`config.mk`:
```
export PLATFORM = sky130hd
export DESIGN_NAME = cbse_ctrl
export DESIGN_NICKNAME = d
export VERILOG_FILES = /design/src/rtl/cbse_pkg.sv /design/src/rtl/cbse_ctrl.sv
export SDC_FILE = /design/constraint.sdc
export NUM_CORES = 1
export LEC_CHECK = 0
export ABC_AREA = 1
export BUFFER_PORTS_ARGS = -buffer_cell sky130_fd_sc_hd__buf_2
export CORE_AREA = 2 2 39 41
export CTS_CLUSTER_DIAMETER = 30
export CTS_CLUSTER_SIZE = 40
export DETAILED_ROUTE_END_ITERATION = 6
export DIE_AREA = 0 0 41 43
export PLACE_DENSITY = 0.47
export SETUP_SLACK_MARGIN = 0.15
export SLEW_MARGIN = 20
export SYNTH_ARGS = -nofsm -noshare
export SYNTH_HDL_FRONTEND = slang
export SYNTH_SLANG_ARGS = --single-unit
```
`constraint.sdc`:
```
create_clock -name clk -period 1.6 [get_ports clk]
set_input_delay 0.4 -clock clk [delete_from_list [all_inputs] [get_ports clk]]
set_output_delay 0.4 -clock clk [all_outputs]
set_load 0.02 [all_outputs]
```
`src/rtl/cbse_pkg.sv`:
```
`timescale 1ns / 1ps
`default_nettype none
package cbse_pkg;

	localparam int MAX_POINTS = 64;
	localparam int ADDR_BITS  = $clog2(MAX_POINTS);
	localparam int COORD_BITS = 32;
	localparam int FRAC_BITS  = 16;
	localparam int W_BITS     = FRAC_BITS + 1;
	localparam int LR_BITS    = FRAC_BITS + 2;
	localparam int PROD_BITS  = W_BITS + LR_BITS;
	localparam int S_BITS     = 24;
	localparam int CNT_BITS   = 7;
	localparam int KV_BITS    = 8;
	localparam int ACC_BITS   = COORD_BITS + W_BITS + 3;
	// floor(v/3) == (v * RECIP3) >> RECIP3_SH for v below 2^RECIP3_SH
	localparam int RECIP3_SH  = 21;
	localparam int RECIP3     = ((1 << RECIP3_SH) + 1) / 3;

	localparam logic       REQ_WRITE  = 1'b0;
	localparam logic       REQ_SAMPLE = 1'b1;
	localparam logic       CFG_CLOSED = 1'b0;
	localparam logic       CFG_COUNT  = 1'b1;

	typedef struct packed {
		logic                         req_type;
		logic [ADDR_BITS-1:0]         point_index;
		logic signed [COORD_BITS-1:0] point_x;
		logic signed [COORD_BITS-1:0] point_y;
		logic [S_BITS-1:0]            param_u;
	} req_t;

	typedef struct packed {
		logic signed [COORD_BITS-1:0] curve_x;
		logic signed [COORD_BITS-1:0] curve_y;
	} rsp_t;

	typedef enum logic [3:0] {
		ST_IDLE,
		ST_SET2,
		ST_SET3,
		ST_MUL,
		ST_DIV,
		ST_BLEND,
		ST_DRAIN1,
		ST_DRAIN2,
		ST_DONE
	} st_t;

	typedef struct packed {
		logic wr;
		logic start;
		logic set2;
		logic set3;
		logic mul;
		logic div;
		logic blend;
		logic load_out;
	} cmd_t;

	typedef struct packed {
		logic step_last;
		logic blend_last;
		logic out_free;
	} stat_t;

endpackage
`default_nettype wire

```
`src/rtl/cbse_ctrl.sv`:
```
`timescale 1ns / 1ps
`default_nettype none
module cbse_ctrl (
	input  wire logic            clk,
	input  wire logic            arst_n,
	input  wire logic            req_valid,
	input  wire logic            req_type,
	output logic                 req_stall,
	input  wire cbse_pkg::stat_t stat,
	output cbse_pkg::cmd_t       cmd
);

	cbse_pkg::st_t state_q;
	cbse_pkg::st_t state_d;

	always_ff @(posedge clk or negedge arst_n) begin
		if (!arst_n) begin
			state_q <= cbse_pkg::ST_IDLE;
		end else begin
			state_q <= state_d;
		end
	end

	always_comb begin
		state_d   = state_q;
		cmd       = '0;
		req_stall = (state_q != cbse_pkg::ST_IDLE);
		unique case (state_q)
			cbse_pkg::ST_IDLE: begin
				if (req_valid) begin
					if (req_type == cbse_pkg::REQ_SAMPLE) begin
						cmd.start = 1'b1;
						state_d   = cbse_pkg::ST_SET2;
					end else begin
						cmd.wr = 1'b1;
					end
				end
			end
			cbse_pkg::ST_SET2: begin
				cmd.set2 = 1'b1;
				state_d  = cbse_pkg::ST_SET3;
			end
			cbse_pkg::ST_SET3: begin
				cmd.set3 = 1'b1;
				state_d  = cbse_pkg::ST_MUL;
			end
			cbse_pkg::ST_MUL: begin
				cmd.mul = 1'b1;
				state_d = cbse_pkg::ST_DIV;
			end
			cbse_pkg::ST_DIV: begin
				cmd.div = 1'b1;
				state_d = stat.step_last ? cbse_pkg::ST_BLEND : cbse_pkg::ST_MUL;
			end
			cbse_pkg::ST_BLEND: begin
				cmd.blend = 1'b1;
				if (stat.blend_last) begin
					state_d = cbse_pkg::ST_DRAIN1;
				end
			end
			cbse_pkg::ST_DRAIN1: state_d = cbse_pkg::ST_DRAIN2;
			cbse_pkg::ST_DRAIN2: state_d = cbse_pkg::ST_DONE;
			cbse_pkg::ST_DONE: begin
				// hold until the output register is free
				if (stat.out_free) begin
					cmd.load_out = 1'b1;
					state_d      = cbse_pkg::ST_IDLE;
				end
			end
			default: state_d = cbse_pkg::ST_IDLE;
		endcase
	end

endmodule
`default_nettype wire

```
After elaboration in Yosys (flattened, before gate mapping):

Cells that the tools add are included.

* bits in registers: 4
* bits in latches: 0
* memory bits (writable): 0
* bits in read-only memories: 0
* input port bits: 7
* output and inout bits: 9
* word-level logic and storage cells: 33
* memories kept: 0

* $add $sub $neg: 0
* multiply operators: 0
* divide/modulo/power cells: 0
* order comparisons: 0
* equality and inequality tests: 12
* shifts and indexed selects: 0
* muxes and demuxes: 17
* bitwise gates (word level): 0
* reductions and logical operators: 3

Operator list (count)
* case mux 4 bit (9 select lines): 1
* == test 4 x 3 -> 1 bit, second input constant: 4
* 2-to-1 mux 4 bit: 4
* 2-to-1 mux 1 bit: 9
* == test 4 x 2 -> 1 bit, second input constant: 2
* inequality test 2 bit, second input constant: 4
* == test 4 x 1 -> 1 bit, second input constant: 1
* == test 4 bit, second input constant: 1
* zero test 4 bit: 1
* 2-to-1 mux 2 bit: 2
* AND reduction 4 bit: 1
* nonzero test 4 bit: 1
* 2-to-1 mux 3 bit: 1

Longest topological paths before layout:

* depth after elaboration: 3
* depth in mapped cells: 6
* depth with buffers taken out: 6

Worst setup path before layout:

No wires, ideal clock.

* kind: flip-flop to output port
* start: register state_q[0]
* end: output port cmd[0] (netlist name)
* arrival time: 1.214 ns
* required time: 1.200 ns
* setup slack: -0.014 ns
* cell stages (with the launch flop): 4
* buffers on the path: 0
* path through: dfrtp_1 > inv_1 > nand2_2 > nor4_1

RTL lines
* start, declared: RTL line cbse_ctrl.sv:13 `cbse_pkg::st_t state_q;`
* start signal, assigned: RTL line cbse_ctrl.sv:18 `state_q <= cbse_pkg::ST_IDLE;`
* start signal, assigned: RTL line cbse_ctrl.sv:20 `state_q <= state_d;`
* end, declared: RTL line cbse_ctrl.sv:10 `output cbse_pkg::cmd_t cmd`

==> reports/metrics.csv <==
metric,value,unit
status,"complete, but fails checks",
violations,negative setup slack,
yosys_most_used_dff,dfrtp_1,
overflow,0,
worst_ep_required_time,1.20,ns
die_y,43,um
hold_class,input port to flip-flop,
worst_slack,-0.03129,ns
ios,16,
period_needed,1.631,ns
endpoint_kind,primary output,
avgSynthCellArea,7.062,sq um
tightest_slew,0.2075,ns
ir_drop,0.8671,mV
vias,413,
fillerInstances,146,
fin_hold_ws,0.4483,ns
core-area,1384,sq um
grt_pass1_vias,376,
startpoint_type,flip-flop,
rr_startpoint,state_q[1],
drcViolationCount,0,
fp.dieArea,1763,sq um
reg2reg_depth,7,
num_antenna_cells,0,
final-hold-violation-count,0,
antenna_found_initial,0,
layout-drive-gt1-share,65.28,%
cts.sinks,4,
skew,0.006395,ns
fmax,613.0,MHz
netlist_top_cells_count,"inv_1 (9), nor2_1 (7), nand2_1 (5), dfrtp_1 (4), nand3_1 (4)",
p_leak,0.3088,nW
routedWlPerCell,11.32,um
synth_area_leaders,"dfrtp_1 (31%), inv_1 (11%), nor2_1 (8.3%), nand3_1 (6.3%), nand2_1 (5.9%)",
relSlewSlack,86.05,%
min_from,stat[2],
cp.arrival,1.23,ns
grt_pass1_wl,1504,um
cpPeakStageDelay,0.44,ns
post-route-period-util,102.0,%
multiInputGateArea,222.7,sq um
cap_violations,0,
fin_area,588.1,sq um
routed_via_density,4.693,
root_buffer,clkbuf_4,
path_clk_slew,0.04,ns
grt_max_degree,6,
cp_cell_sequence,nor2_4 -> nand2_2 -> nor3b_4 -> buf_6,
reg_top3,state_q: 4 flops,
h-tree-depth,1,
min_path_cells,4,
yosysMostFrequentCell,inv_1,
crit_path_max_fanout,4,
setup_viol,1,
rrSetupSlack,0.41,ns
dpl_cell_area,447.9,sq um
clock_latency,0.24,ns
ys_ff_latch,4,
synth.distinct_cells,20,
start_util,22.97,%
clock_path_buffers,2,
wl,996,um
first_iter_violations,5,
synth_top_area_share,31.50,%
power_density,1984,nW/um^2
cts_tree,yes,
largest-register,state_q,
r2r-end,state_q[1],
synth_nets,52,
dr.pass1.iters,4,
die_w,41,um
gp_congestion,0.7390,
synthArstFlopShare,100.0,%
worstHoldEndpoint,state_q[1],
grt.total_usage,13.07,%
synth_edf_count,0,
crit_path_top_delay_cell,dfrtp_2,
areaGrowthSynthToFinish,85.04,%
largest_reg_flops,4,
cts_buffers,3,
yosysWarnings,0,
crit_family,flip-flops,
rsz0062_at_grt,yes,
synth.largest_area_cell,dfrtp_1,
crit_type,flip-flop to primary output,
maxSlewViolCount,0,
std_cell_rows,14,
syn-cell-area,317.8,sq um
place_hpwl,666.7,um
ant_nets,0,
synth_cells,45,
seq_area_frac_synth,31.50,%
fin_nets,81,
regArea,105.1,sq um
worst-path-buf-inv,1,
numPortBuffers,15,
-- worst min-delay path, delay by kind of cell --
| family | cells | cell delay, ns |
|---|---|---|
| buffers and inverters | 2 | 0.14 |
| AOI/OAI and AO/OA | 1 | 0.06 |
| and+or+nand+nor | 1 | 0.03 |
-- cell usage in the layout, fill, tap and decap left out --
cell type / Yosys / layout
buf_4: 0 / 12
buf_2: 0 / 7
nor2_1: 7 / 6
inv_2: 1 / 5
inv_1: 9 / 5
nand2_1: 5 / 4
buf_6: 0 / 4
dfrtp_2: 0 / 4
nor2_4: 1 / 3
nand3_1: 4 / 3
clkbuf_4: 0 / 3
nand3_2: 1 / 2
nand2_2: 2 / 2
nand2_4: 0 / 1
nor3_2: 0 / 1
nor4_2: 0 / 1
nor3b_4: 0 / 1
o31ai_1: 1 / 1
o21ai_2: 1 / 1
nand4_1: 1 / 1
o2bb2ai_1: 1 / 1
o21bai_1: 1 / 1
o211ai_1: 1 / 1
o21ai_0: 1 / 1
dlygate4sd3_1: 0 / 1
-- logic make-up (layout without fill, tap and decap cells) --
logic type             after synthesis  after routing  share of synthesized area, %
AND/OR/NAND/NOR                     25             25                         42.52
AO/OA/AOI/OAI                        6              6                         14.18
flip-flops                           4              4                         31.50
buffers and inverters               10             37                         11.81
-- area by class of cell --
type / instances / share of cell area [%]
sequential: 4 / 17.87
clock buffer: 3 / 3.830
inverter: 10 / 6.383
timing repair buffer: 24 / 30.64
multi-input combinational: 31 / 37.87
tap: 16 / 3.404
-- per-layer routing --
layer | up-vias | global-route usage, % | routed length, um
met1 | 200 | 13.87 | 404
met2 | 9 | 20.63 | 551
met5 | - | 0 | 0
met4 | 0 | 6.000 | 0
li1 | 204 | - | -
met3 | 0 | 6.283 | 40
-- through the flow --
stage	std cells	TNS [ns]	power [mW]	worst slack, ns	utilization (%)
2_1_floorplan	45	0	0.6407	0.1360	-
3_3_place_gp	77	0	0.8163	0.1340	32.37
3_5_place_dp	77	0	0.8089	0.1193	32.37
4_1_cts	86	-0.02088	1.108	-0.02078	40.60
5_1_grt	88	-0.3897	1.256	-0.08826	42.50
6_report	88	-0.03129	1.167	-0.03129	42.50
-- power by group --
group          leakage (nW)  internal (mW)  switching, mW
sequential           0.0459          0.152         0.0742
combinational         0.249          0.372          0.442
clock                0.0138         0.0840         0.0424
-- worst max-delay path by stage --
stage | from | end | slack, ns | cells after the start
after global placement | state_q[3] | cmd[7] | 0.13 | 4
after floorplan | state_q[3] | cmd[6] | 0.14 | 3
final | state_q[2] | cmd[7] | -0.03 | 4
after detailed placement | state_q[3] | cmd[7] | 0.12 | 4
after CTS | state_q[2] | cmd[7] | -0.02 | 4
after global routing | state_q[3] | cmd[0] | -0.09 | 3
-- what timing repair did --
| action | in CTS | in global routing |
|---|---|---|
| pin swaps | 5 | 1 |
| endpoints found under the setup margin | 9 | 9 |
| buffers inserted | 5 | 2 |
| hold buffers | 1 | 0 |
| hold endpoints to repair | 4 | 0 |
| gates resized for setup | 20 | 3 |
(Power assumes the default switching activity.)
